## config.mk

```make
export PLATFORM = sky130hd
export DESIGN_NAME = qcom_isqrt
export DESIGN_NICKNAME = d
export VERILOG_FILES = /design/src/sv/qcom_isqrt.sv
export SDC_FILE = /design/constraint.sdc
export NUM_CORES = 1
export LEC_CHECK = 0
export ABC_AREA = 1
export BUFFER_PORTS_ARGS = -buffer_cell sky130_fd_sc_hd__buf_2
export CAP_MARGIN = 20
export CORE_MARGIN = 8
export CORE_UTILIZATION = 25
export DETAILED_ROUTE_END_ITERATION = 7
export GPL_ROUTABILITY_DRIVEN = 0
export GPL_TIMING_DRIVEN = 0
export PLACE_DENSITY = 0.37
export SYNTH_ARGS = -nofsm -noshare
export SYNTH_HDL_FRONTEND = slang
export SYNTH_SLANG_ARGS = --single-unit
```

## constraint.sdc

```tcl
create_clock -name i_clk -period 13.78 [get_ports i_clk]
set_clock_uncertainty 0.15 [all_clocks]
set_input_delay 2.756 -clock i_clk [delete_from_list [all_inputs] [get_ports i_clk]]
set_output_delay 2.756 -clock i_clk [all_outputs]
set_load 0.05 [all_outputs]
```

## src/sv/qcom_isqrt.sv

```systemverilog
module qcom_isqrt #(
    parameter int unsigned IN_BITS  = 34,
    parameter int unsigned TAG_BITS = 1
) (
    input  logic                    i_clk,
    input  logic [IN_BITS-1:0]      i_val,
    input  logic [TAG_BITS-1:0]     i_tag,
    output logic [IN_BITS/2-1:0]    o_root,
    output logic [TAG_BITS-1:0]     o_tag
);

    localparam int unsigned RB    = IN_BITS / 2;
    localparam int unsigned PER   = 4;
    localparam int unsigned NSTG  = (RB + PER - 1) / PER;

    logic [IN_BITS-1:0]  r_rem  [1:NSTG];
    logic [RB-1:0]       r_root [1:NSTG];
    logic [TAG_BITS-1:0] r_tag  [1:NSTG];

    // restoring square root, four result bits per stage
    for (genvar s = 0; s < NSTG; s++) begin : g_stg
        logic [IN_BITS-1:0]  s_rem;
        logic [RB-1:0]       s_root;
        logic [TAG_BITS-1:0] s_tag;
        logic [IN_BITS-1:0]  n_rem;
        logic [RB-1:0]       n_root;
        if (s == 0) begin : g_in
            assign s_rem  = i_val;
            assign s_root = '0;
            assign s_tag  = i_tag;
        end else begin : g_mid
            assign s_rem  = r_rem[s];
            assign s_root = r_root[s];
            assign s_tag  = r_tag[s];
        end
        always_comb begin
            logic [IN_BITS+1:0] trial;
            logic [IN_BITS+1:0] cand;
            n_rem  = s_rem;
            n_root = s_root;
            for (int k = 0; k < PER; k++) begin
                if (s * PER + k < RB) begin
                    cand  = ({2'b0, IN_BITS'(n_root)} << (RB - s * PER - k))
                          | ((IN_BITS + 2)'(1) << (2 * (RB - 1 - s * PER - k)));
                    trial = {2'b0, n_rem};
                    if (trial >= cand) begin
                        n_rem  = IN_BITS'(trial - cand);
                        n_root = n_root | (RB'(1) << (RB - 1 - s * PER - k));
                    end
                end
            end
        end
        always_ff @(posedge i_clk) begin
            r_rem[s+1]  <= n_rem;
            r_root[s+1] <= n_root;
            r_tag[s+1]  <= s_tag;
        end
    end

    assign o_root = r_root[NSTG];
    assign o_tag  = r_tag[NSTG];

endmodule

```

== Word level (Yosys, flattened, before mapping) ==
Memory sizes are Yosys's and may differ from the RTL's.
Index checks and enable logic that the tools add are counted.

* Add/sub/neg operators: 17
* Magnitude comparators: 17
* Muxes and demuxes: 34

{| class="wikitable"
|+ Operators by type and width
! operator !! number
|-
| two-way mux 34 bit || 17
|-
| greater-or-equal comparator 34 x 18 -> 1 bit || 1
|-
| greater-or-equal comparator 34 x 19 -> 1 bit || 1
|-
| greater-or-equal comparator 34 x 20 -> 1 bit || 1
|-
| greater-or-equal comparator 34 x 21 -> 1 bit || 1
|-
| greater-or-equal comparator 34 x 22 -> 1 bit || 1
|-
| greater-or-equal comparator 34 x 23 -> 1 bit || 1
|-
| greater-or-equal comparator 34 x 24 -> 1 bit || 1
|-
| greater-or-equal comparator 34 x 25 -> 1 bit || 1
|-
| greater-or-equal comparator 34 x 26 -> 1 bit || 1
|-
| greater-or-equal comparator 34 x 27 -> 1 bit || 1
|-
| greater-or-equal comparator 34 x 28 -> 1 bit || 1
|-
| greater-or-equal comparator 34 x 29 -> 1 bit || 1
|-
| greater-or-equal comparator 34 x 30 -> 1 bit || 1
|-
| greater-or-equal comparator 34 x 31 -> 1 bit || 1
|-
| greater-or-equal comparator 34 x 32 -> 1 bit || 1
|-
| greater-or-equal comparator 34 x 33 -> 1 bit || 1
|-
| greater-or-equal comparator 34 x 33 -> 1 bit, second input constant || 1
|-
| subtractor 34 x 18 -> 34 bit || 1
|-
| subtractor 34 x 19 -> 34 bit || 1
|-
| subtractor 34 x 20 -> 34 bit || 1
|-
| subtractor 34 x 21 -> 34 bit || 1
|-
| subtractor 34 x 22 -> 34 bit || 1
|-
| subtractor 34 x 23 -> 34 bit || 1
|-
| other kinds (28) || 28
|}

* Register bits after elaboration: 0
* RAM bits: 260
* Input port bits: 36
* Output and inout port bits: 18
* Memories: 3

{| class="wikitable"
|+ Memories
! memory !! depth !! width !! read ports !! clocked after memory_dff !! write ports !! RTL line !! text
|-
| r_rem || 5 || 34 || 4 || 0 || 5 || 16 || <nowiki>logic [IN_BITS-1:0] r_rem [1:NSTG];</nowiki>
|-
| r_root || 5 || 17 || 5 || 0 || 5 || 17 || <nowiki>logic [RB-1:0] r_root [1:NSTG];</nowiki>
|-
| r_tag || 5 || 1 || 5 || 0 || 5 || 18 || <nowiki>logic [TAG_BITS-1:0] r_tag [1:NSTG];</nowiki>
|}

== Depth between registers and ports, before layout ==
Gate-level depths: netlist of run 1.
An unclocked memory read counts as a cell.

* Depth after elaboration: 9
* Mapped depth: 58

== Worst setup path before layout of run 1 ==
No wires, ideal clock.

* Path type: register to register
* From: reg r_root[0][60] (netlist name)
* To: reg r_rem[0][150] (netlist name)
* Setup time: 112 ps
* Arrival time: 7562 ps
* Path slack: 5955 ps
* Cell stages (with the launch flop): 58
* Period minus slack after synthesis: 7825 ps
* Cells stage by stage: dfxtp_1 > inv_1 > ha_1 > nand2_1 > nor2_1 > nand2_1 > clkinv_1 > nand2_1 > nor2_2 > nor2_4 > nand2_4 > buf_6 > clkbuf_1 > inv_1 > clkbuf_1 > nand2_1 > o21ai_0 > ha_1 > [... 22 more ...] > buf_6 > clkbuf_1 > nand2_1 > o21ai_0 > inv_1 > ha_1 > nand2_1 > nor2_1 > nand2_1 > nor2_1 > nand4_1 > nor2_1 > nor2_4 > nand3_4 > inv_4 > buf_6 > nand2_1 > nand2_1

==> impl_metrics.json, run 1 <==
{
  "viasPerCell": 4.584,
  "yosys_warnings": 0,
  "timing.fmax_mhz": 84.59,
  "die_x_um": 298.8,
  "clock_path_buffers": 2,
  "grt_max_degree": 25,
  "crit_path_max_incr_delay_ps": 600,
  "fin_area_sq_um": 22230,
  "fin_crit_sh_pct": 85.79,
  "dieArea_sq_um": 89310,
  "final_common_cell": "nand2_1",
  "grt_antenna_before_repair": 1,
  "grt_pass1_wl_um": 120500,
  "cp_data_arrival_time_ps": 12050,
  "rsz0062_at_grt": "false",
  "die_h_um": 298.8,
  "hold_viol": 0,
  "clock-sinks": 198,
  "ys_seq_area_share_pct": 19.82,
  "synth_mux_area_share_pct": 0,
  "numCtsBuffers": 17,
  "h-tree-depth": 4,
  "finalSetupTns_ps": 0,
  "grt_pass1_vias": 20110,
  "synthToLayoutAreaGrowth_pct": 11.17,
  "nNetsFinal": 3620,
  "placed_area_sq_um": 21590,
  "syn_nets": 3547,
  "cts_resized": 0,
  "fp-row-count": 103,
  "reg2reg_depth": 54,
  "cp_slowest_cell": "clkbuf_1",
  "start_util_pct": 25.28,
  "drive_above_1_share_pct": 7.521,
  "cts_hold_buffers": 0,
  "synthDistinctLibCells": 53,
  "grt_use_total_pct": 17.36,
  "grt_overflow": 0,
  "layout_common_cells": "1025 x nand2_1, 458 x inv_1, 352 x nor2_1",
  "wl_um": 79530,
  "clock_insertion_delay_worst_skew_ps": 510,
  "post-route-min-period_ps": 11820,
  "synthesis.area_sq_um": 20000,
  "reg2reg_from": "r_root[0][67]",
  "synth_enable_flop_cells": 0,
  "start_kind": "flip-flop",
  "crit_fanout": 12,
  "synth_area_per_cell_sq_um": 6.004,
  "clkTransAtPathRegs_ps": 90,
  "ant_nets": 0,
  "r2r_slack_ps": 1960,
  "maxSlewHeadroom_pct": 25.20,
  "cts_tree": "done",
  "drt_iter0_markers": 1129,
  "synth_fa_ha_area_share_pct": 11.26,
  "worstMarginPinSlew_ps": 1112,
  "synth_xor_area_share_pct": 5.518,
  "hold_class": "flip-flop to flip-flop",
  "dp_hpwl_um": 68620,
  "synth_compound_area_share_pct": 10.71,
  "synth_ff_type": "dfxtp_1",
  "maxCapViolCount": 0,
  "min_from": "r_tag[0][3]",
  "path_class": "flip-flop to flip-flop",
  "hold_path_depth": 0,
  "insertedDiodeCount": 0,
  "drc": 0,
  "clockRootBuffer": "clkbuf_16",
  "cp_common_cell": "nand2_1",
  "synth-seq-cells": 198,
  "cp-end-kind": "flip-flop",
  "postCtsSetupBuffers": 0,
  "vias": 20480,
  "cp-startpoint": "r_root[0][67]",
  "synth_top_family_by_area": "simple AND/OR/NAND/NOR gates",
  "holdPathEnd": "r_tag[0][4]",
  "async_reset_ff_share_pct": 0,
  "whs_ps": 181.9,
  "pin_count": 54,
  "setup_violations": 0,
  "critPathRequiredTime_ps": 14000,
  "wl_per_cell_um": 17.80,
  "yosys.area_share.simple_pct": 42.51,
  "synthCells": 3331,
  "r2r-end": "r_rem[0][153]",
  "coreArea_sq_um": 79130,
  "port-buffer-count": 53,
  "status": "finished clean",
  "firstDrtPassIters": 6,
  "drv_slew": 0
}
==> per-stage QoR <==
stage | cells | utilization (%) | setup WS, ps
floorplan | 3331 | - | 5955
global placement | 4434 | 27.27 | 1613
detailed placement | 4435 | 27.29 | 1805
CTS | 4467 | 28.10 | 1741
global route | 4467 | 28.10 | 1047
finish | 4467 | 28.10 | 1958
==> area by class of cell <==
class	instances	area (sq um)
Buffer	36	247.7
Clock buffer	17	425.4
Clock inverter	15	217.7
Fill cell	9268	56890
Inverter	476	1789
Multi-Input combinational cell	2621	14000
Sequential cell	198	3964
Tap cell	1050	1314
Timing Repair Buffer	54	275.3
==> registers in the layout, indices dropped and copies added, names as in the netlist <==
signal / cells
r_rem: 136
r_root: 57
r_tag: 5
==> how the worst max path moves through the flow <==
stage,depth (start not counted),end
after floorplan,57,r_rem[0][150]
after global placement,54,r_rem[0][152]
final,54,r_rem[0][153]
after CTS,54,r_rem[0][153]
after global routing,54,r_rem[0][153]
after detailed placement,54,r_rem[0][153]
==> per-layer routing <==
metal	share of wire (%)	global-route usage, %	vias up
li1	-	-	10860
met1	48	22.68	9310
met2	49	30.97	270
met3	2.0	1.504	37
met4	1.2	3.438	0
met5	0	0	-
==> worst max-delay path: cells and delay by family (launching register included) <==
family                     cells  cell delay (ps)
buffers and inverters         14             3480
AOI/OAI and AO/OA              3              850
and+or+nand+nor               33             4990
DFF                            1              420
adders and majority gates      4             1750
==> Yosys cell counts (20+ instances only) <==
master	n	share of area (%)
a21oi_1	148	3.7
nand3_1	262	6.6
ha_1	180	11
dfxtp_1	198	20
nor3_1	46	1.2
nand2_1	1025	19
xor2_1	73	3.2
inv_1	458	8.6
nor2_1	352	6.6
nand3b_1	26	0.98
xnor2_1	53	2.3
nand2_2	35	1.1
nand4_1	72	2.3
o21ai_0	168	4.2
nand3_2	22	1.1
nor2_2	20	0.63
==> kinds of logic (layout without fill, tap and decap cells) <==
| kind of cell | after synthesis | count (layout) |
|---|---|---|
| buffers and inverters | 512 | 598 |
| AOI/OAI and AO/OA | 390 | 390 |
| adders and majority gates | 180 | 180 |
| xor gates and xnor gates | 126 | 126 |
| and+or+nand+nor | 1925 | 1925 |
| DFF | 198 | 198 |
Power of run 1 is left out: the tool's default activity adds up to more than one toggle a clock period on the data nets, which glitch-free logic cannot reach.
==> run 2, diff against run 1 <==
--- a/config.mk
+++ b/config.mk
@@ -13,7 +13,7 @@
 export DETAILED_ROUTE_END_ITERATION = 7
 export GPL_ROUTABILITY_DRIVEN = 0
 export GPL_TIMING_DRIVEN = 0
-export PLACE_DENSITY = 0.37
+export PLACE_DENSITY_LB_ADDON = 0.15
 export SYNTH_ARGS = -nofsm -noshare
 export SYNTH_HDL_FRONTEND = slang
 export SYNTH_SLANG_ARGS = --single-unit
==> run 2 against run 1 <==
Compared with the run above:
- cell area about the same
- worst hold slack got worse by 0.99 ps
- die area unchanged
- via count increased by 1.1%
- worst setup slack improved by 200 ps
- register-to-register slack improved by 200 ps
- count of clock-buffer cells in the layout unchanged
- global-route usage decreased by 0.73 points
- sequential cell count unchanged
- non-clock buffer count unchanged
- largest cell class unchanged
- highest routed layer unchanged
==> impl_metrics.json, run 2 (synthesis results as in run 1) <==
{
  "status": "finished clean",
  "post-route-min-period_ps": 11620,
  "path_class": "flip-flop to flip-flop",
  "cp_common_cell": "nand2_1",
  "r2r_slack_ps": 2160,
  "finalSetupTns_ps": 0,
  "start_kind": "flip-flop",
  "maxSlewHeadroom_pct": 34.22,
  "largest_register_ffs": 136,
  "crit_path_max_incr_delay_ps": 550,
  "clockRootBuffer": "clkbuf_16",
  "start_util_pct": 25.28,
  "cp_data_arrival_time_ps": 11830,
  "cp-end-kind": "flip-flop",
  "timing.fmax_mhz": 86.08,
  "drt_iter0_markers": 1497,
  "postCtsSetupBuffers": 0,
  "cp-endpoint": "r_rem[0][152]",
  "wl_um": 75640,
  "die_x_um": 298.8,
  "cts_resized": 0,
  "hold_class": "flip-flop to flip-flop",
  "largest_registers": "r_rem x136, r_root x57, r_tag x5",
  "grt_use_total_pct": 16.62,
  "fin_crit_sh_pct": 84.31,
  "setup_violations": 0,
  "grt_max_degree": 24,
  "numCtsBuffers": 17,
  "reg2reg_from": "r_root[0][63]",
  "coreArea_sq_um": 79130,
  "cts_hold_buffers": 0,
  "clock_path_buffers": 2,
  "crit_family": "simple AND/OR/NAND/NOR gates",
  "worstMarginPinSlew_ps": 977.7,
  "crit_fanout": 12,
  "pin_count": 54,
  "dp_hpwl_um": 64830,
  "rsz0062_at_grt": "false",
  "h-tree-depth": 4,
  "drc": 0,
  "drv_slew": 0,
  "insertedDiodeCount": 0,
  "maxCapViolCount": 0,
  "r2r-end": "r_rem[0][152]",
  "dieArea_sq_um": 89310,
  "fp-row-count": 103,
  "synthToLayoutAreaGrowth_pct": 11.10,
  "cp_slowest_cell": "clkbuf_1",
  "ant_nets": 0,
  "grt_pass1_wl_um": 116100,
  "hold_viol": 0,
  "vias": 20690,
  "cts_tree": "done",
  "clkTransAtPathRegs_ps": 80,
  "drive_above_1_share_pct": 7.521,
  "seq_area_sq_um": 3964,
  "clock_insertion_delay_worst_skew_ps": 490,
  "nNetsFinal": 3620,
  "grt_antenna_before_repair": 1,
  "die_h_um": 298.8,
  "clock-sinks": 198,
  "path_buf_inv": 13,
  "top_register": "r_rem",
  "cp-startpoint": "r_root[0][63]",
  "cp.depth": 53,
  "reg2reg_depth": 53,
  "multi_input_area_sq_um": 14000,
  "layout_common_cells": "1025 x nand2_1, 458 x inv_1, 352 x nor2_1",
  "grt_overflow": 0,
  "firstDrtPassIters": 6,
  "final_common_cell": "nand2_1",
  "wl_per_cell_um": 16.93,
  "critPathRequiredTime_ps": 13990,
  "grt_pass1_vias": 20030,
  "viasPerCell": 4.632,
  "port-buffer-count": 53,
  "num-fill-cells": 9208
}
==> run 2: layout make-up <==
cell class              instances  area share [%]
plain buffers                  36           1.115
clock buffers                  17           1.914
clock inverters                15          0.9516
inverters                     476           8.052
multi-input cells            2621           63.00
flip-flops and latches        198           17.84
well taps                    1050           5.912
repair buffers                 54           1.216
==> run 2: worst min-delay path by stage <==
stage                              to         from  slack, ps  cells after the start
after floorplan           r_tag[0][2]  r_tag[0][1]        160                      0
after global placement    r_tag[0][2]  r_tag[0][1]        160                      0
after detailed placement  r_tag[0][4]  r_tag[0][3]        170                      0
after CTS                 r_tag[0][2]  r_tag[0][1]        180                      0
after global routing      r_tag[0][2]  r_tag[0][1]        200                      0
final                     r_tag[0][2]  r_tag[0][1]        180                      0
==> run 2: per-stage QoR <==
stage | cell area, sq um | hold WS, ps | cells | setup slack (ps) | util, %
floorplan | 20000 | 159.6 | 3331 | 5955 | -
global placement | 21580 | 160.1 | 4434 | 2111 | 27.27
detailed placement | 21580 | 165.4 | 4434 | 2243 | 27.27
CTS | 22220 | 184.1 | 4466 | 2218 | 28.08
global route | 22220 | 200.5 | 4467 | 1343 | 28.08
finish | 22220 | 180.9 | 4467 | 2162 | 28.08
==> run 2: layer usage <==
layer  GRT usage [%]  share of wire [%]  up-vias
li1                -                  -    10850
met1           23.31                 51     9392
met2           26.60                 44      375
met3           2.444                3.7       71
met4           4.011                1.9        0
met5               0                  0        -
Power of run 2 is left out for the same reason.
==> run 3, diff against run 2 <==
==> constraint.sdc (replaced) <==
create_clock -name i_clk -period 10.4 [get_ports i_clk]
set_clock_uncertainty 0.15 [all_clocks]
set_input_delay 2.08 -clock i_clk [delete_from_list [all_inputs] [get_ports i_clk]]
set_output_delay 2.08 -clock i_clk [all_outputs]
set_load 0.05 [all_outputs]
==> run 3 against run 2 <==
Compared with the run above:
- critical endpoint is now r_rem[0][153]
- cell area rose by 0.91%
- critical path type unchanged
- via count grew 0.38%
- routed wire length is 0.12% higher
- global-route usage hardly changed
- final cell count rose by 0.25%
==> impl_metrics.json, run 3 (synthesis results as in run 1) <==
{
  "dieArea_sq_um": 89310,
  "clock_insertion_delay_worst_skew_ps": 490,
  "crit_fanout": 19,
  "drc": 0,
  "clock-sinks": 198,
  "clockRootBuffer": "clkbuf_16",
  "grt_antenna_before_repair": 1,
  "maxSlewHeadroom_pct": 27.23,
  "nNetsFinal": 3631,
  "clock_path_buffers": 2,
  "drv_slew": 0,
  "start_util_pct": 25.28,
  "die_h_um": 298.8,
  "timing.fmax_mhz": 102.7,
  "grt_pass1_vias": 20030,
  "path_class": "flip-flop to flip-flop",
  "viasPerCell": 4.638,
  "layout_common_cells": "1025 x nand2_1, 455 x inv_1, 347 x nor2_1",
  "hold_class": "flip-flop to flip-flop",
  "vias": 20770,
  "cp_common_cell": "nand2_1",
  "rsz0062_at_grt": "false",
  "clkTransAtPathRegs_ps": 90,
  "grt_pass1_wl_um": 116000,
  "drt_iter0_markers": 1444,
  "cp-end-kind": "flip-flop",
  "firstDrtPassIters": 6,
  "dp_hpwl_um": 64830,
  "crit_path_max_incr_delay_ps": 550,
  "numCtsBuffers": 17,
  "grt_max_degree": 24,
  "reg2reg_depth": 50,
  "hold_viol": 0,
  "cp_slowest_cell": "o21ai_0",
  "largest_register_ffs": 136,
  "critPathRequiredTime_ps": 10670,
  "port-buffer-count": 53,
  "start_kind": "flip-flop",
  "grt_use_total_pct": 16.61,
  "maxCapViolCount": 0,
  "fp-row-count": 103,
  "num-fill-cells": 9187,
  "top_register": "r_rem",
  "largest_registers": "r_rem x136, r_root x57, r_tag x5",
  "post-route-min-period_ps": 9735,
  "ant_nets": 0,
  "coreArea_sq_um": 79130,
  "grt_overflow": 0,
  "synthToLayoutAreaGrowth_pct": 12.12,
  "pin_count": 54,
  "cts_hold_buffers": 0,
  "final_common_cell": "nand2_1",
  "cp_data_arrival_time_ps": 10000,
  "status": "finished clean",
  "wl_per_cell_um": 16.91,
  "seq_area_sq_um": 3964,
  "worstMarginPinSlew_ps": 1082,
  "die_x_um": 298.8,
  "h-tree-depth": 4,
  "fin_crit_sh_pct": 93.60,
  "wl_um": 75740,
  "insertedDiodeCount": 0,
  "setup_violations": 0,
  "cts_tree": "done",
  "multi_input_area_sq_um": 14080,
  "drive_above_1_share_pct": 8.518,
  "whs_ps": 180.9,
  "hold_path_depth": 0
}
run 3: cell types whose count changed in the layout (fill, tap and decap cells not counted), sizes merged:
| cell | change |
|---|---|
| buf | +14 |
| clkinvlp | +3 |
| inv | -3 |
| clkbuf | -3 |
run 3: what timing repair did:
| action | 4_1_cts | 5_1_grt |
|---|---|---|
| resized for setup | 5 | 34 |
| endpoints found under the hold margin | 0 | 0 |
| buffers inserted | 0 | 13 |
| pin swaps | 0 | 5 |
| endpoints found under the setup margin | 33 | 57 |
run 3: critical path: cells and delay by family (launching register included):
family	cells	cell delay, ps
AND/OR/NAND/NOR	29	3860
AO/OA/AOI/OAI	6	1510
adder cells (fa/ha/maj)	4	1600
flip-flops	1	380
buffers and inverters	11	2120
run 3: cell type report:
type / instances / area share [%]
tap: 1050 / 5.859
buffer: 34 / 1.166
timing repair buffer: 67 / 1.640
multi-input combinational: 2621 / 62.79
sequential: 198 / 17.68
clock inverter: 15 / 0.9430
clock buffer: 17 / 1.897
inverter: 476 / 8.029
run 3: metrics by stage:
step | instance area (sq um) | setup WS [ps] | util (%) | std cells | setup TNS, ps
CTS | 22220 | 78.77 | 28.08 | 4464 | 0
finish | 22420 | 665.1 | 28.34 | 4478 | 0
global placement | 21580 | -1269 | 27.27 | 4434 | -37520
detailed placement | 21580 | -1137 | 27.27 | 4434 | -33300
floorplan | 20000 | 2575 | - | 3331 | 0
global route | 22420 | 3.796 | 28.34 | 4478 | 0
run 3: worst paths after layout:
| path | startpoint | endpoint | slack, ps |
|---|---|---|---|
| worst min register to register | r_tag[0][1] | r_tag[0][2] | 180 |
| worst max-delay path | r_root[0][59] | r_rem[0][153] | 670 |
| worst max register to register | r_root[0][59] | r_rem[0][153] | 670 |
| worst min-delay path | r_tag[0][1] | r_tag[0][2] | 180 |
run 3: layer usage:
layer  part of all wire [%]  GRT usage (%)  up-vias  routed length [um]
met1                     50          23.25     9410               38060
met3                    4.0          2.422       71                2993
met4                    1.9          4.080        0                1466
li1                       -              -    10880                   -
met2                     44          26.60      409               33220
met5                      0              0        -                   0
Power of run 3 is left out for the same reason.
