--- src/sv/qcom_pkg.sv ---
package qcom_pkg;

    localparam int unsigned COORD_BITS_DEF = 12;
    localparam int unsigned IDX_BITS = 2;
    localparam int unsigned NUM_PTS = 4;

    typedef logic [IDX_BITS-1:0] t_idx;

    typedef struct packed {
        t_idx tl;
        t_idx tr;
        t_idx bl;
        t_idx br;
    } t_order;

endpackage

--- src/sv/qcom_sort.sv ---
module qcom_sort #(
    parameter int unsigned COORD_BITS = qcom_pkg::COORD_BITS_DEF
) (
    input  logic                  i_clk,
    input  logic                  i_rst_n,
    input  logic                  i_valid,
    input  logic [COORD_BITS-1:0] i_x [qcom_pkg::NUM_PTS],
    input  logic [COORD_BITS-1:0] i_y [qcom_pkg::NUM_PTS],
    output logic                  o_valid,
    output logic [COORD_BITS-1:0] o_tl_x,
    output logic [COORD_BITS-1:0] o_tl_y,
    output logic [COORD_BITS-1:0] o_tr_x,
    output logic [COORD_BITS-1:0] o_tr_y,
    output logic [COORD_BITS-1:0] o_bl_x,
    output logic [COORD_BITS-1:0] o_bl_y,
    output logic [COORD_BITS-1:0] o_br_x,
    output logic [COORD_BITS-1:0] o_br_y,
    output qcom_pkg::t_order      o_order
);

    logic [COORD_BITS-1:0] r_x [qcom_pkg::NUM_PTS];
    logic [COORD_BITS-1:0] r_y [qcom_pkg::NUM_PTS];
    qcom_pkg::t_idx        r_i [qcom_pkg::NUM_PTS];
    logic                  r_valid;

    logic [COORD_BITS-1:0] n_x [qcom_pkg::NUM_PTS];
    logic [COORD_BITS-1:0] n_y [qcom_pkg::NUM_PTS];
    qcom_pkg::t_idx        n_i [qcom_pkg::NUM_PTS];

    // rank by count of points that come before: larger y, or equal y and lower index
    always_comb begin
        logic [1:0] rank;
        for (int k = 0; k < qcom_pkg::NUM_PTS; k++) begin
            n_x[k] = '0;
            n_y[k] = '0;
            n_i[k] = '0;
        end
        for (int a = 0; a < qcom_pkg::NUM_PTS; a++) begin
            rank = '0;
            for (int b = 0; b < qcom_pkg::NUM_PTS; b++) begin
                if (b < a && i_y[b] >= i_y[a]) rank = rank + 2'd1;
                if (b > a && i_y[b] > i_y[a]) rank = rank + 2'd1;
            end
            n_x[rank] = i_x[a];
            n_y[rank] = i_y[a];
            n_i[rank] = qcom_pkg::t_idx'(a);
        end
    end

    always_ff @(posedge i_clk) begin
        if (!i_rst_n) begin
            r_valid <= 1'b0;
        end else begin
            r_valid <= i_valid;
        end
        r_x <= n_x;
        r_y <= n_y;
        r_i <= n_i;
    end

    logic top_sw, bot_sw;
    assign top_sw = !(r_x[0] < r_x[1]);
    assign bot_sw = !(r_x[2] < r_x[3]);

    always_ff @(posedge i_clk) begin
        if (!i_rst_n) begin
            o_valid <= 1'b0;
        end else begin
            o_valid <= r_valid;
        end
        o_tl_x     <= top_sw ? r_x[1] : r_x[0];
        o_tl_y     <= top_sw ? r_y[1] : r_y[0];
        o_tr_x     <= top_sw ? r_x[0] : r_x[1];
        o_tr_y     <= top_sw ? r_y[0] : r_y[1];
        o_bl_x     <= bot_sw ? r_x[3] : r_x[2];
        o_bl_y     <= bot_sw ? r_y[3] : r_y[2];
        o_br_x     <= bot_sw ? r_x[2] : r_x[3];
        o_br_y     <= bot_sw ? r_y[2] : r_y[3];
        o_order.tl <= top_sw ? r_i[1] : r_i[0];
        o_order.tr <= top_sw ? r_i[0] : r_i[1];
        o_order.bl <= bot_sw ? r_i[3] : r_i[2];
        o_order.br <= bot_sw ? r_i[2] : r_i[3];
    end

endmodule

--- config.mk ---
export PLATFORM = sky130hd
export DESIGN_NAME = qcom_sort
export DESIGN_NICKNAME = d
export VERILOG_FILES = /design/src/sv/qcom_pkg.sv /design/src/sv/qcom_sort.sv
export SDC_FILE = /design/constraint.sdc
export NUM_CORES = 1
export LEC_CHECK = 0
export ABC_AREA = 1
export BUFFER_PORTS_ARGS = -buffer_cell sky130_fd_sc_hd__buf_4
export CAP_MARGIN = 20
export CORE_ASPECT_RATIO = 1.2
export CORE_MARGIN = 4
export CORE_UTILIZATION = 28
export CTS_CLUSTER_DIAMETER = 150
export DETAILED_ROUTE_END_ITERATION = 6
export PLACE_DENSITY_LB_ADDON = 0.3
export SLEW_MARGIN = 20
export SYNTH_ARGS = -nofsm -noshare
export SYNTH_HDL_FRONTEND = slang
export SYNTH_SLANG_ARGS = --single-unit
--- constraint.sdc ---
create_clock -name i_clk -period 4.2 [get_ports i_clk]
set_input_delay 0.21 -clock i_clk [delete_from_list [all_inputs] [get_ports i_clk]]
set_output_delay 0.21 -clock i_clk [all_outputs]
set_load 0.005 [all_outputs]
**Word level (Yosys, flattened, before mapping)**

Index checks and enable logic that the tools add are counted.

- $add $sub $neg: 8
- $lt $le $gt $ge: 22
- Muxes and demuxes: 44
- Bitwise operators: 9
- Reduce and logical (&&, ||, !) cells: 4

Operator list:

| operator | number |
|---|---|
| bitwise mux 48 bit | 6 |
| 2-to-1 mux 12 bit | 12 |
| AND 48 bit | 2 |
| demux 12 bit (select 2 bit) | 4 |
| >= comparator 12 bit | 6 |
| > comparator 12 bit | 6 |
| 2-to-1 mux 2 bit | 15 |
| less-than comparator 12 bit | 2 |
| demux 2 bit (select 2 bit) | 3 |
| >= comparator 3 bit (second input constant) | 4 |
| less-than comparator 3 x 1 -> 1 bit (second input constant) | 4 |
| inverter 2 -> 3 bit | 4 |
| adder 2 x 1 -> 2 bit (second input constant) | 5 |
| bitwise OR 8 bit | 1 |
| adder 1 x 1 -> 2 bit (second input constant) | 3 |
| AND 4 bit | 1 |
| logical AND 1 bit | 4 |
| 2-to-1 mux 1 bit | 4 |
| inverter 4 bit | 1 |

- Register bits after elaboration: 210
- Input bits: 99
- Output and inout port bits: 105
- Word-level logic and storage cells: 113

**Logic depth before layout (Yosys ltp)**

Gate-level depths: netlist of run 1.

- Depth in word-level cells: 15
- Mapped depth: 22
- Mapped depth without buffers: 21

**Least setup slack after synthesis of run 1**

Ideal clock, no wire load.

- Path type: input to register
- Start point: input i_y[31] in the netlist's numbering
- End point: register r_y[1] in the netlist's numbering
- Library setup time: 0.114 ns
- Data arrival time: 2.544 ns
- Required time: 4.086 ns
- Setup slack: 1.541 ns
- Cell stages on the path: 19
- Path buffers: 1
- Cells stage by stage: inv_1 ha_1 a21oi_1 o21a_1 o221ai_1 nor2_1 inv_1 a31oi_1 inv_1 ha_1 inv_1 nand4_1 nand2_2 nand2_1 buf_2 nand3_1 nor2_1 nor2_1 nand2_1

RTL lines:

| item | line | RTL |
|---|---|---|
| start, declared | qcom_sort.sv:8 | `input logic [COORD_BITS-1:0] i_y [qcom_pkg::NUM_PTS],` |
| end signal, assigned | qcom_sort.sv:57 | `r_y <= n_y;` |
| end, declared | qcom_sort.sv:22 | `logic [COORD_BITS-1:0] r_y [qcom_pkg::NUM_PTS];` |

==> impl_metrics.prom, run 1 <==
# TYPE chip_impl_metric gauge
chip_impl_metric{name="cts_max_path_buffers",unit=""} 3
chip_impl_metric{name="detailedPlacementHpwl",unit="um"} 35400
chip_impl_metric{name="max_slew.worst_pin.slew",unit="ns"} 0.821
chip_impl_info{name="crit-reg2reg-launch",value="r_x[9]"} 1
chip_impl_metric{name="placement_rows",unit=""} 83
chip_impl_metric{name="cts-htree-levels",unit=""} 1
chip_impl_metric{name="drt.antenna.violating_nets",unit=""} 0
chip_impl_info{name="crit-reg2reg-capture",value="o_br_x[3]"} 1
chip_impl_metric{name="post_synth_instance_area",unit="sq um"} 12200
chip_impl_metric{name="die_w",unit="um"} 199
chip_impl_metric{name="track_usage",unit="%"} 18.8
chip_impl_metric{name="detail_route.drc_violations",unit=""} 0
chip_impl_metric{name="period_share",unit="%"} 78.2
chip_impl_metric{name="worst_slew_margin_rel",unit="%"} 45.2
chip_impl_metric{name="area_growth_syn_to_layout",unit="%"} 21.9
chip_impl_metric{name="seqPwrFrac",unit="%"} 32.8
chip_impl_metric{name="initial_core_utilization",unit="%"} 28.4
chip_impl_metric{name="synth-edff-count",unit=""} 0
chip_impl_metric{name="detail_route.vias_per_cell",unit=""} 4.81
chip_impl_metric{name="drt_pass1_iterations",unit=""} 5
chip_impl_metric{name="fraction_of_power_spent_switching_nets",unit="%"} 41.3
chip_impl_metric{name="insertion_delay",unit="ns"} 0.52
chip_impl_metric{name="netlist.area_leader.share",unit="%"} 34.4
chip_impl_metric{name="drt_iter0_markers",unit=""} 751
chip_impl_info{name="critical_path_class",value="in -> reg"} 1
chip_impl_metric{name="reg2reg_slack",unit="ns"} 1.73
chip_impl_metric{name="die_area",unit="sq um"} 47100
chip_impl_metric{name="syn-instance-count",unit=""} 1825
chip_impl_metric{name="wl",unit="um"} 46400
chip_impl_metric{name="synth_seq_cells",unit=""} 210
chip_impl_metric{name="intPower",unit="mW"} 6.03
chip_impl_info{name="result_of_the_run",value="finished, final reports clean"} 1
chip_impl_metric{name="synth.yosys.warnings",unit=""} 0
chip_impl_metric{name="pre_cts_setup_slack",unit="ns"} 0.392
chip_impl_metric{name="vias",unit=""} 12300
chip_impl_metric{name="critical_path_arrival",unit="ns"} 3.70
chip_impl_metric{name="grt_pass1_vias",unit=""} 11900
chip_impl_metric{name="fin_crit",unit="ns"} 3.28
chip_impl_metric{name="synth-seq-area-share",unit="%"} 34.4
chip_impl_metric{name="num_antenna_cells",unit=""} 0
chip_impl_metric{name="ioPinCount",unit=""} 204
chip_impl_info{name="cp-end-kind",value="flip-flop"} 1
chip_impl_info{name="worstSetupEndpoint",value="r_y[47]"} 1
chip_impl_metric{name="ys_async_sr_fraction",unit="%"} 0
chip_impl_metric{name="tritoncts_num_sinks",unit=""} 210
chip_impl_metric{name="grt_start_max_net_pins",unit=""} 81
chip_impl_metric{name="drive_above_1_share",unit="%"} 15.8
chip_impl_metric{name="fin_ws",unit="ns"} 0.915
chip_impl_metric{name="combPwrFrac",unit="%"} 46.2
chip_impl_metric{name="finalInstanceArea",unit="sq um"} 14900
chip_impl_metric{name="design.core.area",unit="sq um"} 43000
chip_impl_metric{name="setup_viol",unit=""} 0
chip_impl_info{name="timing.critical_path.from_type",value="input pin"} 1
chip_impl_metric{name="synth.net_count",unit=""} 2028
chip_impl_metric{name="worst_ir_drop_vdd",unit="V"} 0.000348
chip_impl_info{name="hold_class",value="in -> reg"} 1
chip_impl_info{name="tritoncts",value="yes"} 1
chip_impl_metric{name="finalNetCount",unit=""} 2191
chip_impl_info{name="critical_path.startpoint",value="i_y[11]"} 1
chip_impl_metric{name="fin_tns_setup",unit="ns"} 0
chip_impl_info{name="synth_top_area_cell",value="dfxtp_1"} 1
chip_impl_metric{name="p_total",unit="mW"} 10.3
chip_impl_metric{name="worst_setup_hold_path_clk_slew",unit="ns"} 0.06
chip_impl_metric{name="clk_network_pwr_share",unit="%"} 21.1
chip_impl_info{name="grt_setup_unrepaired",value="no"} 1
chip_impl_metric{name="global_placement_routability_congestion",unit=""} 0.934
chip_impl_metric{name="synth_cell_type_count",unit=""} 32
chip_impl_metric{name="power_density",unit="nW/um^2"} 688
chip_impl_info{name="post_synth_main_area_contributors",value="dfxtp_1 (34%), nand2_1 (14%), nor2_1 (11%)"} 1
chip_impl_metric{name="cp_max_fo",unit=""} 26
chip_impl_metric{name="synthesis.area_per_instance",unit="sq um"} 6.70
chip_impl_metric{name="grt_overflow_total",unit=""} 0
chip_impl_metric{name="switching_power",unit="mW"} 4.24
chip_impl_metric{name="reg2regPathDepth",unit=""} 6
chip_impl_metric{name="drv.max_cap_violation_count",unit=""} 0
chip_impl_info{name="cell_at_the_root_of_the_clock_tree",value="clkbuf_16"} 1
chip_impl_metric{name="finalMaxSlewViolations",unit=""} 0
chip_impl_metric{name="clock.fmax",unit="MHz"} 304
chip_impl_metric{name="antenna_found_initial",unit=""} 2
chip_impl_metric{name="hold_violation_total_from_the_final_report",unit=""} 0
chip_impl_metric{name="static-leakage-power",unit="nW"} 7.54
chip_impl_metric{name="buffer_ports.inserted",unit=""} 203
chip_impl_metric{name="placed_cell_area",unit="sq um"} 14100
chip_impl_metric{name="required_time_at_the_worst_slack_endpoint",unit="ns"} 4.61
chip_impl_metric{name="floorplan.die.height",unit="um"} 237
chip_impl_metric{name="wl_per_cell",unit="um"} 18.1
chip_impl_info{name="most_used_dff_post_synth",value="dfxtp_1"} 1
chip_impl_metric{name="grt_first_pass_wirelength",unit="um"} 68300
chip_impl_metric{name="final.setup_skew",unit="ns"} 0.00914
chip_impl_metric{name="cts_made_buffers",unit=""} 25
## power by group through the flow
stage	registers (mW)	logic, mW	clock network [mW]
floorplan	3.33	3.07	0
finish	3.36	4.74	2.16
global placement	3.44	4.74	0
global route	3.46	5.39	2.33
detailed placement	3.45	4.80	0
CTS	3.41	4.83	2.25
## how the worst min path moves through the flow
stage,startpoint,endpoint,slack [ns],cells past startpoint
after global routing,i_x[23],r_x[23],0.04,5
after global placement,i_valid,r_valid,0.41,3
after floorplan,i_rst_n,o_valid,0.30,2
after detailed placement,i_valid,r_valid,0.41,3
after CTS,i_x[22],r_x[22],0.01,5
final,i_x[22],r_x[22],0.05,5
## worst max-delay path: stages
cell and delay, ns:
buf_4 0.11, inv_1 0.35, ha_1 0.34, a21o_1 0.20, nor2_2 0.19, nand3_1 0.20, a31oi_1 0.28, inv_1 0.08
ha_1 0.32, inv_1 0.06, nand4_1 0.08, nand2_1 0.12, nand2_2 0.42, buf_4 0.38, nand2_1 0.08, inv_1 0.06
nand3_1 0.07, nand2_1 0.08, inv_1 0.04
## sequential cells by signal (all words and copies together) (netlist names), 8 cells and up
register and count:
r_i 8, o_bl_y 12, o_tr_y 12, o_br_y 12, o_tl_x 12, o_br_x 12, o_tr_x 12, r_x 48
o_tl_y 12, o_order 8, r_y 48, o_bl_x 12
## cell type report
type                            count  area, sq um
Multi-Input combinational cell   1349         6850
Sequential cell                   210         4200
Timing Repair Buffer              218         1640
Inverter                          184          691
Clock inverter                     13          139
Clock buffer                       32          692
Tap cell                          552          691
Fill cell                        4733        28100
## cells in the mapped netlist (all sizes together), types with 3 or more instances
master    n
nand3   120
ha      104
clkbuf   10
inv     184
a21oi    88
dfxtp   210
buf      72
a31oi     3
a21boi    3
nand4    25
nand2   481
o21ai   146
o211ai    4
nor2    363
## layout by cell type, fill, tap and decap left out
| cell type | netlist | routed |
|---|---|---|
| inv_6 | 0 | 3 |
| clkinv_2 | 0 | 4 |
| a21boi_0 | 3 | 3 |
| nor2_4 | 9 | 9 |
| o21bai_1 | 1 | 1 |
| o221ai_1 | 2 | 2 |
| a211oi_1 | 1 | 1 |
| a21oi_2 | 1 | 1 |
| a21o_1 | 2 | 2 |
| dlygate4sd3_1 | 0 | 3 |
| clkbuf_1 | 10 | 3 |
| dfxtp_1 | 210 | 210 |
| nand2_2 | 17 | 17 |
| o2111ai_4 | 0 | 2 |
| nand3_2 | 3 | 3 |
| nand4_2 | 1 | 1 |
| ha_1 | 104 | 104 |
| o21ai_1 | 47 | 47 |
| nor2_2 | 4 | 4 |
| inv_2 | 7 | 7 |
| inv_1 | 177 | 177 |
| bufinv_16 | 0 | 2 |
| nand2_4 | 15 | 15 |
| o21a_1 | 2 | 2 |
| o211ai_1 | 4 | 4 |
| nand3_1 | 117 | 117 |
| nor2_1 | 350 | 350 |
| clkbuf_16 | 0 | 25 |
| a31oi_1 | 3 | 3 |
| nor3_1 | 2 | 2 |
| nand4_1 | 24 | 24 |
| buf_4 | 33 | 215 |
| a21oi_1 | 87 | 87 |
| clkinv_4 | 0 | 2 |
| clkbuf_8 | 0 | 4 |
| o21ai_0 | 99 | 99 |
| clkinvlp_4 | 0 | 2 |
| nand2_1 | 449 | 449 |
## metal layers
metal | GRT usage, % | vias to the layer above | share of wire [%]
li1 | - | 6131 | -
met1 | 22.0 | 5633 | 40
met5 | 0 | - | 0.073
met3 | 2.33 | 103 | 5.7
met4 | 6.67 | 4 | 3.5
met2 | 34.8 | 434 | 51
## per-stage QoR
stage                     cells  utilization [%]  hold slack (ns)
after CTS                  2558             34.7           0.0136
after detailed placement   2510             32.7            0.410
final                      2558             34.7           0.0464
after global placement     2510             32.7            0.405
after floorplan            1825                -            0.303
after global routing       2558             34.7           0.0382
## logic make-up (layout without fill, tap and decap cells)
family / Yosys count / count (layout) / synth area share, %
AOI/OAI and AO/OA: 254 / 254 / 10.8
DFF: 210 / 210 / 34.4
and+or+nand+nor: 991 / 991 / 34.3
buffers and inverters: 266 / 447 / 9.88
adders and majority gates: 104 / 104 / 10.6
## timing repair
action | CTS | global route
endpoints found under the hold margin | 2 | 0
hold buffers | 3 | 0
setup buffers | 0 | 0
gates resized for setup | 0 | 0
(Power assumes the default switching activity.)
==> inputs of run 2 (changes only) <==
==> constraint.sdc (replaced) <==
create_clock -name i_clk -period 3.2 [get_ports i_clk]
set_input_delay 0.16 -clock i_clk [delete_from_list [all_inputs] [get_ports i_clk]]
set_output_delay 0.16 -clock i_clk [all_outputs]
set_load 0.005 [all_outputs]
==> run 2 against run 1 <==
Die area is the same. Highest routed layer unchanged. Sequential power grew 30%. Cell count grew 4.1%. First-iteration DRC count grew 0.80%. Non-clock buffer count grew 105. Combinational power grew 43%. Critical endpoint is now r_x[47]. Worst setup slack lost 0.31 ns. Critical path depth grew 5. Flip-flop and latch count is the same. Clock power grew 34%.
==> impl_metrics.prom, run 2 (same netlist as run 1, synthesis figures left out) <==
# TYPE chip_impl_metric gauge
chip_impl_info{name="result_of_the_run",value="finished, final reports clean"} 1
chip_impl_metric{name="fin_ws",unit="ns"} 0.605
chip_impl_metric{name="drive_above_1_share",unit="%"} 19.4
chip_impl_metric{name="max_slew.worst_pin.slew",unit="ns"} 0.961
chip_impl_metric{name="placement_rows",unit=""} 83
chip_impl_metric{name="static-leakage-power",unit="nW"} 8.16
chip_impl_metric{name="drv.max_cap_violation_count",unit=""} 0
chip_impl_metric{name="die_area",unit="sq um"} 47100
chip_impl_metric{name="detail_route.drc_violations",unit=""} 0
chip_impl_metric{name="tritoncts_num_sinks",unit=""} 210
chip_impl_metric{name="cts_max_path_buffers",unit=""} 3
chip_impl_metric{name="finalMaxSlewViolations",unit=""} 0
chip_impl_metric{name="cts_made_buffers",unit=""} 25
chip_impl_metric{name="wl",unit="um"} 46200
chip_impl_info{name="final_cell_mix",value="nand2_1 (449), nor2_1 (350), buf_4 (287)"} 1
chip_impl_metric{name="detail_route.vias_per_cell",unit=""} 4.75
chip_impl_info{name="crit-reg2reg-launch",value="r_x[25]"} 1
chip_impl_metric{name="buffer_ports.inserted",unit=""} 203
chip_impl_info{name="cp-end-kind",value="flip-flop"} 1
chip_impl_metric{name="hold_violation_total_from_the_final_report",unit=""} 0
chip_impl_metric{name="insertion_delay",unit="ns"} 0.54
chip_impl_metric{name="clock.fmax",unit="MHz"} 385
chip_impl_info{name="final_common_cell",value="nand2_1"} 1
chip_impl_metric{name="fraction_of_power_spent_switching_nets",unit="%"} 39.6
chip_impl_info{name="grt_setup_unrepaired",value="no"} 1
chip_impl_metric{name="cp_max_fo",unit=""} 17
chip_impl_metric{name="drt_pass1_iterations",unit=""} 5
chip_impl_metric{name="area_growth_syn_to_layout",unit="%"} 31.1
chip_impl_metric{name="period_share",unit="%"} 81.1
chip_impl_info{name="tritoncts",value="yes"} 1
chip_impl_info{name="crit-reg2reg-capture",value="o_tr_y[5]"} 1
chip_impl_metric{name="worst_ir_drop_vdd",unit="V"} 0.000479
chip_impl_metric{name="cts_hold_repair.buffers",unit=""} 12
chip_impl_metric{name="drt.antenna.violating_nets",unit=""} 0
chip_impl_metric{name="setup_viol",unit=""} 0
chip_impl_metric{name="grt_overflow_total",unit=""} 0
chip_impl_info{name="hold_path_end",value="r_x[25]"} 1
chip_impl_metric{name="initial_core_utilization",unit="%"} 28.4
chip_impl_metric{name="switching_power",unit="mW"} 5.56
chip_impl_metric{name="critical_path_arrival",unit="ns"} 3.02
chip_impl_metric{name="die_w",unit="um"} 199
chip_impl_metric{name="holdPathStages",unit=""} 5
chip_impl_metric{name="clk_network_pwr_share",unit="%"} 20.6
chip_impl_metric{name="intPower",unit="mW"} 8.49
chip_impl_metric{name="power_density",unit="nW/um^2"} 876
chip_impl_metric{name="post_cts_buffers",unit=""} 0
chip_impl_info{name="min_from",value="i_x[13]"} 1
chip_impl_metric{name="reg2regPathDepth",unit=""} 9
chip_impl_metric{name="vias",unit=""} 12700
chip_impl_metric{name="grt_pass1_vias",unit=""} 12400
chip_impl_metric{name="required_time_at_the_worst_slack_endpoint",unit="ns"} 3.63
chip_impl_metric{name="wl_per_cell",unit="um"} 17.3
chip_impl_metric{name="post_cts_resized",unit=""} 0
chip_impl_info{name="hold_class",value="in -> reg"} 1
chip_impl_info{name="timing.critical_path.from_type",value="input pin"} 1
chip_impl_metric{name="grt_first_pass_wirelength",unit="um"} 69800
chip_impl_info{name="critical_path_class",value="in -> reg"} 1
chip_impl_metric{name="drt_iter0_markers",unit=""} 757
chip_impl_metric{name="reg2reg_slack",unit="ns"} 0.83
chip_impl_metric{name="fin_tns_setup",unit="ns"} 0
chip_impl_metric{name="design.core.area",unit="sq um"} 43000
chip_impl_metric{name="floorplan.die.height",unit="um"} 237
chip_impl_metric{name="global_placement_routability_congestion",unit=""} 0.955
chip_impl_metric{name="detailedPlacementHpwl",unit="um"} 36900
chip_impl_metric{name="ioPinCount",unit=""} 204
chip_impl_info{name="cell_at_the_root_of_the_clock_tree",value="clkbuf_16"} 1
chip_impl_metric{name="cts-htree-levels",unit=""} 1
chip_impl_metric{name="worst_slew_margin_rel",unit="%"} 35.9
chip_impl_metric{name="grt_start_max_net_pins",unit=""} 69
chip_impl_metric{name="fin_crit",unit="ns"} 2.59
chip_impl_metric{name="track_usage",unit="%"} 19.1
chip_impl_metric{name="seqPwrFrac",unit="%"} 31.2
chip_impl_metric{name="finalNetCount",unit=""} 2296
chip_impl_metric{name="combPwrFrac",unit="%"} 48.2
chip_impl_info{name="biggestRegsByFlops",value="r_x (48), r_y (48)"} 1
chip_impl_metric{name="pre_cts_setup_slack",unit="ns"} 0.0745
chip_impl_metric{name="antenna_found_initial",unit=""} 2
chip_impl_metric{name="final.setup_skew",unit="ns"} 0.0228
chip_impl_metric{name="worst_setup_hold_path_clk_slew",unit="ns"} 0.06
-- run 2: changes by cell type in the layout (fill, tap and decap cells not counted), moves of 2 or more --
cell           previous run  this run
dlygate4sd3_1             3        12
inv_6                     3         1
clkbuf_8                  4         7
clkbuf_1                  3         5
buf_12                    0        24
buf_4                   215       287
-- run 2: routing by layer --
metal  up-vias  GRT usage, %  wire length (um)
li1       6339             -                 -
met1      5802          22.4             18400
met2       413          34.5             23300
met3       108          2.43              2350
met4         2          8.25              2130
met5         -             0                15
-- run 2: final cells by class --
cell class	count	area, sq um
Tap cell	552	691
Timing Repair Buffer	323	2760
Multi-Input combinational cell	1349	6850
Fill cell	4639	27000
Clock buffer	37	741
Sequential cell	210	4200
Inverter	184	691
Antenna cell	1	2.50
Clock inverter	8	100
-- run 2: critical path, cell delays in order --
cell	delay [ns]
buf_4	0.11
inv_1	0.12
buf_4	0.16
ha_1	0.24
nand2_1	0.08
nand2_1	0.05
nand2_1	0.06
nand2_1	0.08
nand2_2	0.11
nand3_2	0.09
a21oi_1	0.16
buf_4	0.15
inv_1	0.04
ha_1	0.31
inv_1	0.06
nand4_1	0.08
nand2_1	0.14
nand2_2	0.18
buf_4	0.26
nand2_1	0.07
inv_1	0.05
nand3_1	0.11
nand2_1	0.10
inv_1	0.04
-- run 2: stage by stage --
stage | hold WS [ns] | instance area (sq um) | total power, mW | instances | utilization [%]
after global routing | 0.0377 | 16000 | 15.3 | 2663 | 37.3
after floorplan | 0.253 | 12200 | 8.41 | 1825 | -
final | 0.0219 | 16000 | 14.1 | 2664 | 37.3
after CTS | 0.00245 | 16000 | 14.4 | 2663 | 37.3
after detailed placement | 0.355 | 15100 | 11.4 | 2606 | 35.1
after global placement | 0.350 | 15100 | 11.3 | 2606 | 35.1
-- run 2: worst max-delay path by stage --
stage / end / slack (ns) / depth (start not counted) / from
6_report: r_x[47] / 0.61 / 24 / i_y[1]
5_1_grt: r_x[47] / 0.37 / 24 / i_y[1]
4_1_cts: r_x[47] / 0.63 / 24 / i_y[1]
3_5_place_dp: r_x[47] / 0.07 / 24 / i_y[1]
3_3_place_gp: r_x[47] / 0.13 / 23 / i_y[9]
2_1_floorplan: r_y[1] / 0.59 / 19 / i_y[31]
-- run 2: power by group through the flow --
stage                     Combinational, mW  Clock (mW)  Sequential (mW)
final                                  6.77        2.90             4.38
after global routing                   7.70        3.11             4.53
after CTS                              6.90        3.01             4.44
after detailed placement               6.87           0             4.48
after global placement                 6.80           0             4.48
after floorplan                        4.03           0             4.37
==> inputs of run 3 (changes only) <==
--- a/config.mk
+++ b/config.mk
@@ -5,7 +5,7 @@
 export SDC_FILE = /design/constraint.sdc
 export NUM_CORES = 1
 export LEC_CHECK = 0
-export ABC_AREA = 1
+export ABC_AREA = 0
 export BUFFER_PORTS_ARGS = -buffer_cell sky130_fd_sc_hd__buf_4
 export CAP_MARGIN = 20
 export CORE_ASPECT_RATIO = 1.2
==> constraint.sdc (replaced) <==
create_clock -name i_clk -period 2.7 [get_ports i_clk]
set_input_delay 0.135 -clock i_clk [delete_from_list [all_inputs] [get_ports i_clk]]
set_output_delay 0.135 -clock i_clk [all_outputs]
set_load 0.005 [all_outputs]
==> run 3 against run 2 <==
The flow now finishes with violations (negative setup slack). Clock skew about the same. Sequential power is 23% higher. Critical path type unchanged. Highest routed layer is now met4. Worst hold slack better by 0.0063 ns. Global-route usage is 0.20 points higher. Final area up 12%. Synthesized area decreased by 9.2%. Via count shrank 17%. Utilization increased by 8.9 points. Flip-flop and latch count unchanged. Count of clock-buffer cells in the layout decreased by 9. Non-clock buffer count is 142 higher.
==> impl_metrics.prom, run 3 <==
# TYPE chip_impl_metric gauge
chip_impl_info{name="critical_path_class",value="in -> reg"} 1
chip_impl_info{name="cp_cell_sequence",value="buf_4, inv_1, ha_4, nor2b_4, o21ai_1, nand2b_1, a21oi_2, or3_1, o211a_4, buf_6, buf_4, ha_1, or3b_4, a211oi_4, buf_12, buf_6, buf_16, nand2_1, a22oi_2"} 1
chip_impl_info{name="post_synth_main_area_contributors",value="dfxtp_1 (38%), ha_1 (12%), a221oi_1 (7.0%)"} 1
chip_impl_metric{name="post_placement_cell_count",unit=""} 1913
chip_impl_info{name="synth_most_common_cell",value="dfxtp_1"} 1
chip_impl_metric{name="hold_violation_total_from_the_final_report",unit=""} 0
chip_impl_metric{name="die_area",unit="sq um"} 42900
chip_impl_metric{name="drive_above_1_share",unit="%"} 53.2
chip_impl_metric{name="vias",unit=""} 10500
chip_impl_metric{name="finalNetCount",unit=""} 1714
chip_impl_metric{name="tritoncts_num_sinks",unit=""} 210
chip_impl_info{name="biggestRegsByFlops",value="r_x (48), r_y (48)"} 1
chip_impl_metric{name="placement_rows",unit=""} 79
chip_impl_metric{name="finalMaxSlewViolations",unit=""} 0
chip_impl_metric{name="regArea",unit="sq um"} 4210
chip_impl_metric{name="synthesis.area_per_instance",unit="sq um"} 10.3
chip_impl_metric{name="drv.max_cap_violation_count",unit=""} 0
chip_impl_metric{name="grt_pass1_vias",unit=""} 10700
chip_impl_metric{name="post_synth_instance_area",unit="sq um"} 11100
chip_impl_metric{name="cts_made_buffers",unit=""} 22
chip_impl_metric{name="grt_start_max_net_pins",unit=""} 47
chip_impl_metric{name="required_time_at_the_worst_slack_endpoint",unit="ns"} 3.13
chip_impl_info{name="hold_class",value="in -> reg"} 1
chip_impl_metric{name="design.core.area",unit="sq um"} 38900
chip_impl_metric{name="grt_first_pass_wirelength",unit="um"} 63800
chip_impl_info{name="crit_family",value="simple AND/OR/NAND/NOR gates"} 1
chip_impl_metric{name="drt_pass1_iterations",unit=""} 5
chip_impl_metric{name="area_growth_syn_to_layout",unit="%"} 61.9
chip_impl_metric{name="ys_async_sr_fraction",unit="%"} 0
chip_impl_metric{name="worst_ir_drop_vdd",unit="V"} 0.000543
chip_impl_info{name="final_common_cell",value="buf_4"} 1
chip_impl_metric{name="wl_per_cell",unit="um"} 21.5
chip_impl_metric{name="timing.critical_path.buf_inv",unit=""} 7
chip_impl_metric{name="floorplan.die.height",unit="um"} 226
chip_impl_metric{name="drt_iter0_markers",unit=""} 621
chip_impl_metric{name="synth.net_count",unit=""} 1282
chip_impl_metric{name="layout.filler_cells",unit=""} 3577
chip_impl_info{name="cp_slowest_cell",value="or3b_4"} 1
chip_impl_metric{name="insertion_delay",unit="ns"} 0.52
chip_impl_metric{name="multi_input_comb_area",unit="sq um"} 7690
chip_impl_metric{name="power_density",unit="nW/um^2"} 1060
chip_impl_metric{name="initial_core_utilization",unit="%"} 28.5
chip_impl_metric{name="clock.fmax",unit="MHz"} 366
chip_impl_metric{name="cp_max_fo",unit=""} 5
chip_impl_info{name="violations_in_the_final_reports",value="negative setup slack"} 1
chip_impl_info{name="most_used_dff_post_synth",value="dfxtp_1"} 1
chip_impl_metric{name="netlist.area_leader.share",unit="%"} 37.8
chip_impl_metric{name="num_antenna_cells",unit=""} 0
chip_impl_metric{name="finalInstanceArea",unit="sq um"} 18000
chip_impl_metric{name="wl",unit="um"} 44200
chip_impl_info{name="cell_at_the_root_of_the_clock_tree",value="clkbuf_16"} 1
chip_impl_info{name="timing.critical_path.from_type",value="input pin"} 1
chip_impl_metric{name="synth_seq_cells",unit=""} 210
chip_impl_metric{name="placed_cell_area",unit="sq um"} 15200
chip_impl_metric{name="final_cell_count_no_fill",unit=""} 2051
chip_impl_metric{name="detailedPlacementHpwl",unit="um"} 32300
chip_impl_metric{name="period_share",unit="%"} 101
chip_impl_metric{name="p_total",unit="mW"} 19.1
chip_impl_metric{name="cts-htree-levels",unit=""} 1
chip_impl_info{name="tritoncts",value="yes"} 1
chip_impl_metric{name="synth.yosys.warnings",unit=""} 0
chip_impl_metric{name="fin_ws",unit="ns"} -0.0313
chip_impl_metric{name="syn-instance-count",unit=""} 1079
chip_impl_metric{name="cts_max_path_buffers",unit=""} 3
chip_impl_metric{name="global_placement_routability_congestion",unit=""} 0.946
chip_impl_metric{name="detail_route.vias_per_cell",unit=""} 5.12
chip_impl_metric{name="track_usage",unit="%"} 19.3
chip_impl_metric{name="final.setup_skew",unit="ns"} 0.0232
chip_impl_metric{name="synth_cell_type_count",unit=""} 66
chip_impl_info{name="cp-end-kind",value="flip-flop"} 1
chip_impl_metric{name="layout.core_utilization",unit="%"} 46.2
chip_impl_metric{name="drt.antenna.violating_nets",unit=""} 0
chip_impl_metric{name="fin_crit",unit="ns"} 2.73
chip_impl_metric{name="max_slew.worst_pin.slew",unit="ns"} 0.495
chip_impl_info{name="synth.cells.most_frequent",value="dfxtp_1 (210), ha_1 (104), nand2_1 (104), a221oi_1 (89), inv_1 (71)"} 1
chip_impl_info{name="final_cell_mix",value="buf_4 (346), dfxtp_1 (209), nand2_1 (93)"} 1
chip_impl_metric{name="synth-edff-count",unit=""} 0
chip_impl_metric{name="detail_route.drc_violations",unit=""} 0
chip_impl_metric{name="ioPinCount",unit=""} 204
chip_impl_metric{name="worst_slew_margin_rel",unit="%"} 66.9
chip_impl_metric{name="critical_path_arrival",unit="ns"} 3.16
chip_impl_metric{name="worst_setup_hold_path_clk_slew",unit="ns"} 0.06
chip_impl_metric{name="static-leakage-power",unit="nW"} 7.84
chip_impl_info{name="grt_setup_unrepaired",value="yes"} 1
chip_impl_metric{name="buffer_ports.inserted",unit=""} 203
chip_impl_info{name="synth_top_area_cell",value="dfxtp_1"} 1
chip_impl_metric{name="critical_path.max_stage_delay",unit="ns"} 0.39
chip_impl_info{name="result_of_the_run",value="finished with violations"} 1
chip_impl_metric{name="antenna_found_initial",unit=""} 0
chip_impl_metric{name="grt_overflow_total",unit=""} 0
chip_impl_metric{name="synth-seq-area-share",unit="%"} 37.8
chip_impl_metric{name="final.hold.worst_slack",unit="ns"} 0.0281
chip_impl_metric{name="setup_viol",unit=""} 10
chip_impl_metric{name="die_w",unit="um"} 190
run 3: changes by cell type after synthesis, moves of 18 or more:
cell and change:
o21ai_0 -91, a22oi_1 +43, mux2_4 +50, nand3_1 -110, mux2_2 +57, o21ai_1 -45
inv_1 -106, buf_4 -30, nor2_1 -291, nand2_1 -345, a21oi_1 -18, a221oi_1 +89
run 3: kinds of logic (layout without fill, tap and decap cells):
group,after synthesis,in the layout,synth area share [%]
AOI/OAI and AO/OA,284,284,21.0
and+or+nand+nor,243,243,10.3
DFF,210,210,37.8
buffers and inverters,129,575,6.17
muxes,109,109,12.9
adders and majority gates,104,104,11.7
run 3: what timing repair did:
| item | in CTS | in global routing |
|---|---|---|
| endpoints found under the hold margin | 50 | 0 |
| setup buffers | 26 | 16 |
| hold buffers | 50 | 0 |
| setup endpoints to repair | 126 | 150 |
| gates resized for setup | 71 | 106 |
| cloned | 6 | 7 |
| pin swaps | 29 | 51 |
run 3: worst register-to-register path, delay by kind of cell, from the launching register on:
family / cells / cell delay [ns]
buffers and inverters: 2 / 0.25
DFF: 1 / 0.37
muxes: 1 / 0.33
adders and majority gates: 1 / 0.29
AOI/OAI and AO/OA: 6 / 1.21
run 3: where the power goes:
part | leakage [nW] | total (mW) | switching [mW] | internal, mW
clock network | 0.391 | 3.32 | 1.27 | 2.05
logic | 5.69 | 10.4 | 4.45 | 5.92
registers | 1.77 | 5.38 | 0.707 | 4.67
run 3: final cells by class:
class	instances	area share [%]
Inverter	72	1.85
Sequential cell	210	23.4
Timing Repair Buffer	465	23.9
Tap cell	526	3.66
Multi-Input combinational cell	740	42.8
Clock inverter	10	0.911
Clock buffer	28	3.53
run 3: metal layers:
layer  wire, um  part of all wire [%]  vias to the layer above  global-route usage (%)
li1           -                     -                     4886                       -
met4       2110                   4.8                        0                    8.24
met5          0                     0                        -                       0
met3       2490                   5.6                      123                    3.05
met2      22200                    50                      409                    35.0
met1      17400                    39                     5073                    22.4
run 3: stage by stage:
step / setup TNS [ns] / setup slack, ns
finish: -0.159 / -0.0313
global route: -4.48 / -0.124
detailed placement: -60.83 / -0.775
floorplan: -21.79 / -0.328
global placement: -57.49 / -0.725
CTS: -1.42 / -0.103
run 3: worst paths after layout:
kind | start | endpoint | slack (ns) | cells past startpoint
max reg2reg | r_x[1] | o_bl_y[8] | 0.13 | 10
max | i_y[25] | r_y[29] | -0.03 | 19
min reg2reg | r_valid | o_valid | 0.44 | 1
min | i_y[36] | r_y[12] | 0.03 | 4
